<file path="config.mk">
export PLATFORM = sky130hd
export DESIGN_NAME = rv32i_register_alu_execute_unit
export DESIGN_NICKNAME = d
export VERILOG_FILES = /design/src/rv32alu_pkg.sv /design/src/rv32i_register_alu_execute_unit.sv /design/src/rv32alu_regfile.sv /design/src/rv32alu_alu.sv
export SDC_FILE = /design/constraint.sdc
export NUM_CORES = 2
export LEC_CHECK = 0
export BUFFER_PORTS_ARGS = -buffer_cell sky130_fd_sc_hd__buf_2
export CORE_UTILIZATION = 45
export DETAILED_ROUTE_END_ITERATION = 10
export GPL_ROUTABILITY_DRIVEN = 1
export PLACE_DENSITY = 0.6
export SLEW_MARGIN = 20
export SYNTH_ARGS = -nofsm -noshare
export SYNTH_HDL_FRONTEND = slang
export SYNTH_SLANG_ARGS = --single-unit
export TNS_END_PERCENT = 30
</file>
<file path="constraint.sdc">
create_clock -name i_clk -period 5.5 [get_ports i_clk]
set_input_delay 0.275 -clock i_clk [delete_from_list [all_inputs] [get_ports i_clk]]
set_output_delay 0.275 -clock i_clk [all_outputs]
set_load 0.01 [all_outputs]
</file>
<file path="src/rv32alu_pkg.sv">
// ---------------------------------------------------------------------------
// rv32alu_pkg
// Shared constants, operation codes and types of the RV32I register ALU
// execute unit.
// ---------------------------------------------------------------------------
`default_nettype none

package rv32alu_pkg;

    // register file geometry
    localparam int REG_COUNT = 32;
    localparam int REG_IDX_W = $clog2(REG_COUNT);
    localparam int IDX_W     = 5;
    localparam int XLEN      = 32;
    localparam int SHAMT_W   = 5;

    localparam logic [XLEN-1:0] PC_STEP = XLEN'(4);

    // operation codes
    localparam logic [3:0] OP_ADD       = 4'd0;
    localparam logic [3:0] OP_SUB       = 4'd1;
    localparam logic [3:0] OP_SLL       = 4'd2;
    localparam logic [3:0] OP_SLT       = 4'd3;
    localparam logic [3:0] OP_SLTU      = 4'd4;
    localparam logic [3:0] OP_XOR       = 4'd5;
    localparam logic [3:0] OP_SRL       = 4'd6;
    localparam logic [3:0] OP_SRA       = 4'd7;
    localparam logic [3:0] OP_OR        = 4'd8;
    localparam logic [3:0] OP_AND       = 4'd9;
    localparam logic [3:0] OP_WRITEBACK = 4'd10;

    // register file write request
    typedef struct packed {
        logic                  en;
        logic [IDX_W-1:0]      idx;
        logic [XLEN-1:0]       data;
    } t_wr_req;

    // side effects of one operation
    typedef struct packed {
        logic wr_en;
        logic pc_adv;
    } t_alu_flags;

    // true for a register that really exists and is not hard-wired zero
    function automatic logic reg_live(input logic [IDX_W-1:0] idx);
        reg_live = (idx != '0) && ((IDX_W + 1)'(idx) < (IDX_W + 1)'(REG_COUNT));
    endfunction

endpackage

`default_nettype wire

</file>
<file path="src/rv32i_register_alu_execute_unit.sv">
// ---------------------------------------------------------------------------
// rv32i_register_alu_execute_unit
// Executes RV32I register-register ALU instructions on a 32 x 32-bit
// register file and tracks the program counter.
// ---------------------------------------------------------------------------
// Usage:
//   Input items arrive on the s_axis channel: an operation code, rd, rs1,
//   rs2 and a value that only the writeback operation loads into rd.
//   Each item gives exactly one result item on m_axis: the value computed
//   for rd and the program counter after the item.
//   The register file read data is registered at the accepting edge, and
//   the ALU result and the write back into the memory when the item
//   leaves the read stage. Throughput is one item per cycle while the
//   receiver does not stall; a write at the same edge as a read of the
//   same register is bypassed into the read data register.
//   Reset clears the program counter and the valid bits of the register
//   file, so every register reads zero afterwards; no clearing pass.
//   When the receiver stalls, the result stays in the output register, the
//   item behind it waits in the read stage and s_axis_tready drops once
//   both are full.
// ---------------------------------------------------------------------------
`default_nettype none

module rv32i_register_alu_execute_unit
    import rv32alu_pkg::*;
(
    input  wire logic        i_clk,
    input  wire logic        i_rst_n,
    input  wire logic        s_axis_tvalid,
    output      logic        s_axis_tready,
    // operation[3:0], dest_index[8:4], src1_index[13:9], src2_index[18:14],
    // write_value[50:19], zero pad[55:51]
    input  wire logic [55:0] s_axis_tdata,
    output      logic        m_axis_tvalid,
    input  wire logic        m_axis_tready,
    // rd_value[31:0], next_pc[63:32]
    output      logic [63:0] m_axis_tdata
);

    // read stage
    logic             r_s1_valid;
    logic [3:0]       r_s1_op;
    logic [IDX_W-1:0] r_s1_rd;
    logic [XLEN-1:0]  r_s1_wval;

    // output stage and program counter
    logic             r_out_valid;
    logic [XLEN-1:0]  r_out_rd_value;
    logic [XLEN-1:0]  r_out_pc;
    logic [XLEN-1:0]  r_pc;
    logic [XLEN-1:0]  n_pc;

    logic             s1_go;
    logic             accept;
    logic             s1_fire;
    logic [XLEN-1:0]  rs1_data;
    logic [XLEN-1:0]  rs2_data;
    logic [XLEN-1:0]  alu_result;
    t_alu_flags       alu_flags;
    t_wr_req          wr;

    // handshake
    assign s1_go         = !r_out_valid || m_axis_tready;
    assign s_axis_tready = !r_s1_valid || s1_go;
    assign accept        = s_axis_tvalid && s_axis_tready;
    assign s1_fire       = r_s1_valid && s1_go;

    // register file
    rv32alu_regfile u_regfile (
        .i_clk      (i_clk),
        .i_rst_n    (i_rst_n),
        .i_rd_en    (accept),
        .i_rs1      (s_axis_tdata[13:9]),
        .i_rs2      (s_axis_tdata[18:14]),
        .i_wr       (wr),
        .o_rs1_data (rs1_data),
        .o_rs2_data (rs2_data)
    );

    // alu
    rv32alu_alu u_alu (
        .i_op     (r_s1_op),
        .i_a      (rs1_data),
        .i_b      (rs2_data),
        .i_wval   (r_s1_wval),
        .o_result (alu_result),
        .o_flags  (alu_flags)
    );

    // write back, writes to x0 or absent registers dropped
    always_comb begin
        wr.en   = s1_fire && alu_flags.wr_en && reg_live(r_s1_rd);
        wr.idx  = r_s1_rd;
        wr.data = alu_result;
    end

    assign n_pc = r_pc + PC_STEP;

    // control state
    always_ff @(posedge i_clk) begin
        if (!i_rst_n) begin
            r_s1_valid  <= 1'b0;
            r_out_valid <= 1'b0;
            r_pc        <= '0;
        end else begin
            if (s_axis_tready) begin
                r_s1_valid <= s_axis_tvalid;
            end
            if (s1_go) begin
                r_out_valid <= r_s1_valid;
            end
            if (s1_fire && alu_flags.pc_adv) begin
                r_pc <= n_pc;
            end
        end
    end

    // payload
    always_ff @(posedge i_clk) begin
        if (accept) begin
            r_s1_op   <= s_axis_tdata[3:0];
            r_s1_rd   <= s_axis_tdata[8:4];
            r_s1_wval <= s_axis_tdata[50:19];
        end
        if (s1_fire) begin
            r_out_rd_value <= alu_result;
            r_out_pc       <= alu_flags.pc_adv ? n_pc : r_pc;
        end
    end

    assign m_axis_tvalid = r_out_valid;
    assign m_axis_tdata  = {r_out_pc, r_out_rd_value};

    // the memory is never written at x0
    a_no_x0_write: assert property (@(posedge i_clk) disable iff (!i_rst_n)
        wr.en |-> (wr.idx != '0))
        else $error("register file write to x0");

    // the program counter only ever steps by four
    a_pc_step: assert property (@(posedge i_clk) disable iff (!i_rst_n)
        ($past(i_rst_n) && (r_pc != $past(r_pc))) |-> (r_pc == $past(r_pc) + PC_STEP))
        else $error("program counter moved by other than one step");

    // an accepted item always occupies the read stage next cycle
    a_accept_fills: assert property (@(posedge i_clk) disable iff (!i_rst_n)
        accept |=> r_s1_valid)
        else $error("accepted item lost before the read stage");

endmodule

`default_nettype wire

</file>
<file path="src/rv32alu_regfile.sv">
// ---------------------------------------------------------------------------
// rv32alu_regfile
// Register file memory with one write port and two registered read ports,
// per-entry valid bits for reset-to-zero and write-first bypass.
// ---------------------------------------------------------------------------
`default_nettype none

module rv32alu_regfile
    import rv32alu_pkg::*;
(
    input  wire logic              i_clk,
    input  wire logic              i_rst_n,
    input  wire logic              i_rd_en,
    input  wire logic [IDX_W-1:0]  i_rs1,
    input  wire logic [IDX_W-1:0]  i_rs2,
    input  wire t_wr_req           i_wr,
    output      logic [XLEN-1:0]   o_rs1_data,
    output      logic [XLEN-1:0]   o_rs2_data
);

    logic [XLEN-1:0]      r_mem [REG_COUNT];
    logic [REG_COUNT-1:0] r_valid;

    logic [XLEN-1:0] r_q1;
    logic [XLEN-1:0] r_q2;
    logic            r_ok1;
    logic            r_ok2;
    logic            r_fw1;
    logic            r_fw2;
    logic [XLEN-1:0] r_fw_data;

    logic [REG_IDX_W-1:0] rs1_a;
    logic [REG_IDX_W-1:0] rs2_a;
    logic [REG_IDX_W-1:0] wr_a;

    assign rs1_a = i_rs1[REG_IDX_W-1:0];
    assign rs2_a = i_rs2[REG_IDX_W-1:0];
    assign wr_a  = i_wr.idx[REG_IDX_W-1:0];

    // valid bits, cleared at reset
    always_ff @(posedge i_clk) begin
        if (!i_rst_n) begin
            r_valid <= '0;
        end else if (i_wr.en) begin
            r_valid[wr_a] <= 1'b1;
        end
    end

    // memory write and registered reads
    always_ff @(posedge i_clk) begin
        if (i_wr.en) begin
            r_mem[wr_a] <= i_wr.data;
        end
        if (i_rd_en) begin
            r_q1      <= r_mem[rs1_a];
            r_q2      <= r_mem[rs2_a];
            r_ok1     <= reg_live(i_rs1) && r_valid[rs1_a];
            r_ok2     <= reg_live(i_rs2) && r_valid[rs2_a];
            r_fw1     <= i_wr.en && (i_wr.idx == i_rs1);
            r_fw2     <= i_wr.en && (i_wr.idx == i_rs2);
            r_fw_data <= i_wr.data;
        end
    end

    // bypass and zero for unwritten or absent registers
    always_comb begin
        o_rs1_data = r_fw1 ? r_fw_data : (r_ok1 ? r_q1 : '0);
        o_rs2_data = r_fw2 ? r_fw_data : (r_ok2 ? r_q2 : '0);
    end

endmodule

`default_nettype wire

</file>
<file path="src/rv32alu_alu.sv">
// ---------------------------------------------------------------------------
// rv32alu_alu
// Arithmetic and logic unit for the RV32I register-register operations and
// the writeback load.
// ---------------------------------------------------------------------------
`default_nettype none

module rv32alu_alu
    import rv32alu_pkg::*;
(
    input  wire logic [3:0]       i_op,
    input  wire logic [XLEN-1:0]  i_a,
    input  wire logic [XLEN-1:0]  i_b,
    input  wire logic [XLEN-1:0]  i_wval,
    output      logic [XLEN-1:0]  o_result,
    output      t_alu_flags       o_flags
);

    logic [SHAMT_W-1:0] shamt;

    assign shamt = i_b[SHAMT_W-1:0];

    // operation decode
    always_comb begin
        o_result       = '0;
        o_flags.wr_en  = 1'b1;
        o_flags.pc_adv = 1'b1;
        unique case (i_op)
            OP_ADD:  o_result = i_a + i_b;
            OP_SUB:  o_result = i_a - i_b;
            OP_SLL:  o_result = i_a << shamt;
            OP_SLT:  o_result = XLEN'($signed(i_a) < $signed(i_b));
            OP_SLTU: o_result = XLEN'(i_a < i_b);
            OP_XOR:  o_result = i_a ^ i_b;
            OP_SRL:  o_result = i_a >> shamt;
            OP_SRA:  o_result = XLEN'($signed(i_a) >>> shamt);
            OP_OR:   o_result = i_a | i_b;
            OP_AND:  o_result = i_a & i_b;
            OP_WRITEBACK: begin
                o_result       = i_wval;
                o_flags.pc_adv = 1'b0;
            end
            default: begin
                o_result       = '0;
                o_flags.wr_en  = 1'b0;
                o_flags.pc_adv = 1'b0;
            end
        endcase
    end

endmodule

`default_nettype wire

</file>
==> flow_summary.yaml <==
status:
  outcome: "completed"
sta:
  drv_slew: 0
  worst_slew_pin_slew_ps: 1180
  worst_slew_margin_rel_pct: 21.2
  setup_ws_ps: 507
  fin_crit_ps: 4990
  setup_viol: 0
  timing.fmax_mhz: 200
  period_share_pct: 90.8
  grt_setup_unrepaired: "false"
  finalSetupTns_ps: 0
  skew_ps: 36.7
  hold_violations: 0
global_route:
  overflow: 0
  grt_antenna_before_repair: 4
  grt_util_all_layers_pct: 28.3
  grt_pass1_wl_um: 298000
  grt_max_degree: 101
  grt_pass1_vias: 40600
drt:
  via_per_inst: 6.65
  final_antenna_net_count: 0
  wl_um: 211000
  wl_met2_um: 99500
  wl_per_cell_um: 34.0
  wl_met1_um: 84400
  drtIter0Drc: 5045
  top_layer: "met4"
  routed-wl-met3_um: 18900
  via_count: 41300
  drt_pre_antenna_iters: 6
  drc: 0
power_and_ir_drop:
  p_clk_share_pct: 37.3
  p_sw_mw: 6.41
  p_comb_share_pct: 15.2
  intPower_mw: 17.9
  total_power_mw: 24.3
  ir_drop_mv: 0.314
  seq_power_share_pct: 47.5
  p_per_area_nw_per_um2: 323
  p_sw_share_pct: 26.4
  leakage_nw: 24.9
die:
  core_area_um2: 146000
  start_util_pct: 45.5
  die-area_um2: 149000
  die_h_um: 386
  rows: 140
  io_pins: 126
  die_w_um: 386
synth:
  ys_seq_area_share_pct: 57.3
  synth_top_cell_area_share_pct: 55.4
  synth_common_cells: "edfxtp_1 (1227), mux4_2 (662), nand2_1 (185), clkbuf_1 (170), nor2_1 (162)"
  synthMuxAreaShare_pct: 25.9
  synthAdderAreaFrac_pct: 2.04
  syn-cell-area_um2: 66500
  synthTopCellsByArea: "edfxtp_1 (55%), mux4_2 (22%), ha_1 (2.0%), dfxtp_1 (1.9%), mux2i_1 (1.7%)"
  synth_xor_area_share_pct: 1.03
  yosysUniqueCellTypes: 114
  synth_area_leader_cell: "edfxtp_1"
  ys_ff_latch: 1290
  ys_warn_count: 0
  synth_most_common_cell: "edfxtp_1"
  synth-async-reset-ratio_pct: 0
  synth_ff_type: "edfxtp_1"
  avgSynthCellArea_um2: 16.7
  synth_top_family_by_area: "multiplexers"
  synthCells: 3977
  synth_edf_count: 1227
  synth_compound_area_share_pct: 7.00
  synthSimpleGateAreaFrac_pct: 4.16
clock_network:
  cts_setup_buffers: 0
  clockBufferDepth: 3
  cts_max_level: 4
  numCtsBuffers: 138
  insertion_delay_ps: 790
  hold_buffers: 44
  cts.sinks: 1290
  cts_tree: "yes"
  cts_resized: 0
  cts-root-buf: "clkbuf_16"
  path_clk_slew_ps: 60
place:
  place_area_um2: 70400
  port_buffers: 118
  place_ws_ps: 532
  place.gp.congestion: 1.01
  hpwl_um: 132000
worst_setup_path:
  critPathMaxFanout: 34
  cp-start-kind: "register"
  worstSetupPathType: "register to register"
  arrival_ps: 5470
  worstPathRequired_ps: 5980
  endpoint_kind: "register"
cells_and_area:
  multiInputGateArea_um2: 27200
  areaGrowthSynthToFinish_pct: 13.1
  nets: 4352
  num-fill-cells: 11900
  fin_area_um2: 75200
  layout-drive-gt1-share_pct: 31.7
  seqCellArea_um2: 38100
worst_hold_path:
  hold_path.class: "input pin to register"
job:
  cap_violations: 0
[power by group through the flow]
| stage | Sequential [mW] | Clock, mW | Combinational [mW] |
|---|---|---|---|
| after floorplan | 11.7 | 0 | 2.29 |
| after global placement | 11.7 | 0 | 3.59 |
| after detailed placement | 11.7 | 0 | 3.60 |
| after CTS | 11.5 | 9.22 | 3.64 |
| after global routing | 11.6 | 9.56 | 3.89 |
| final | 11.5 | 9.05 | 3.68 |
[sequential cells by signal (all words and copies together) (netlist names), 4 cells and up]
register / cells
u_regfile.r_fw_data: 32
u_regfile.r_mem: 1024
r_out_rd_value: 32
u_regfile.r_valid: 31
r_out_pc: 30
r_s1_rd: 5
r_pc: 30
r_s1_op: 4
u_regfile.r_q1: 32
u_regfile.r_q2: 32
r_s1_wval: 32
[worst max-delay path, cell delays in order, from the launching register on]
cell,delay [ps]
edfxtp_1,470
buf_4,210
a22o_1,460
ha_1,290
inv_1,70
fa_1,480
o21bai_2,220
a221oi_4,120
a2111oi_4,430
o41a_4,270
a41oi_4,190
a2111oi_1,440
buf_4,190
or3_1,90
a21oi_1,50
or3b_1,410
buf_4,250
[stage by stage]
step,utilization (%),hold slack (ps),std cells
after floorplan,-,374,4010
after global placement,48.2,451,5918
after detailed placement,48.2,453,5918
after CTS,51.5,118,6206
after global routing,51.5,146,6206
final,51.5,151,6208
[area by class of cell]
class | instances | share of cell area (%)
flip-flops and latches | 1290 | 50.7
multi-input cells | 2317 | 36.2
clock buffers | 175 | 4.88
repair buffers | 337 | 3.66
well taps | 1917 | 3.19
clock inverters | 69 | 0.892
inverters | 101 | 0.504
diodes | 2 | 0.00666
[logic make-up after synthesis]
| kind of cell | count (synthesis) |
|---|---|
| flops | 1290 |
| mux | 879 |
| compound gates | 645 |
| simple gates | 574 |
| buf+inv | 403 |
| fa+ha+maj | 107 |
| xor+xnor | 78 |
| other cells | 1 |
[layer usage]
| layer | global-route usage [%] | vias up |
|---|---|---|
| met1 | 39.0 | 21900 |
| met5 | 0 | - |
| met3 | 6.04 | 405 |
| li1 | - | 16900 |
| met4 | 10.1 | 0 |
| met2 | 44.6 | 2098 |
[cell usage in the layout, fill, tap and decap left out, drive strengths merged, types with 52 or more instances in the layout]
master and count:
edfxtp 1227, mux4 662, buf 293, nand2 187, clkbuf 175, nor2 162, a21oi 137, o21ai 136
mux2i 120, inv 106, ha 105, mux2 97, dfxtp 63, a22o 56, xnor2 52
[worst paths after layout]
path	slack, ps	end	cells past startpoint	startpoint
max	510	u_regfile.r_mem[28][30]$_DFFE_PP_	16	u_regfile.r_fw1$_DFFE_PP_
min	150	u_regfile.r_valid[18]$_SDFFE_PN0P_	3	i_rst_n
max reg2reg	510	u_regfile.r_mem[28][30]$_DFFE_PP_	16	u_regfile.r_fw1$_DFFE_PP_
min reg2reg	480	u_regfile.r_valid[18]$_SDFFE_PN0P_	1	u_regfile.r_valid[18]$_SDFFE_PN0P_
Power figures use the tool's default switching activity.
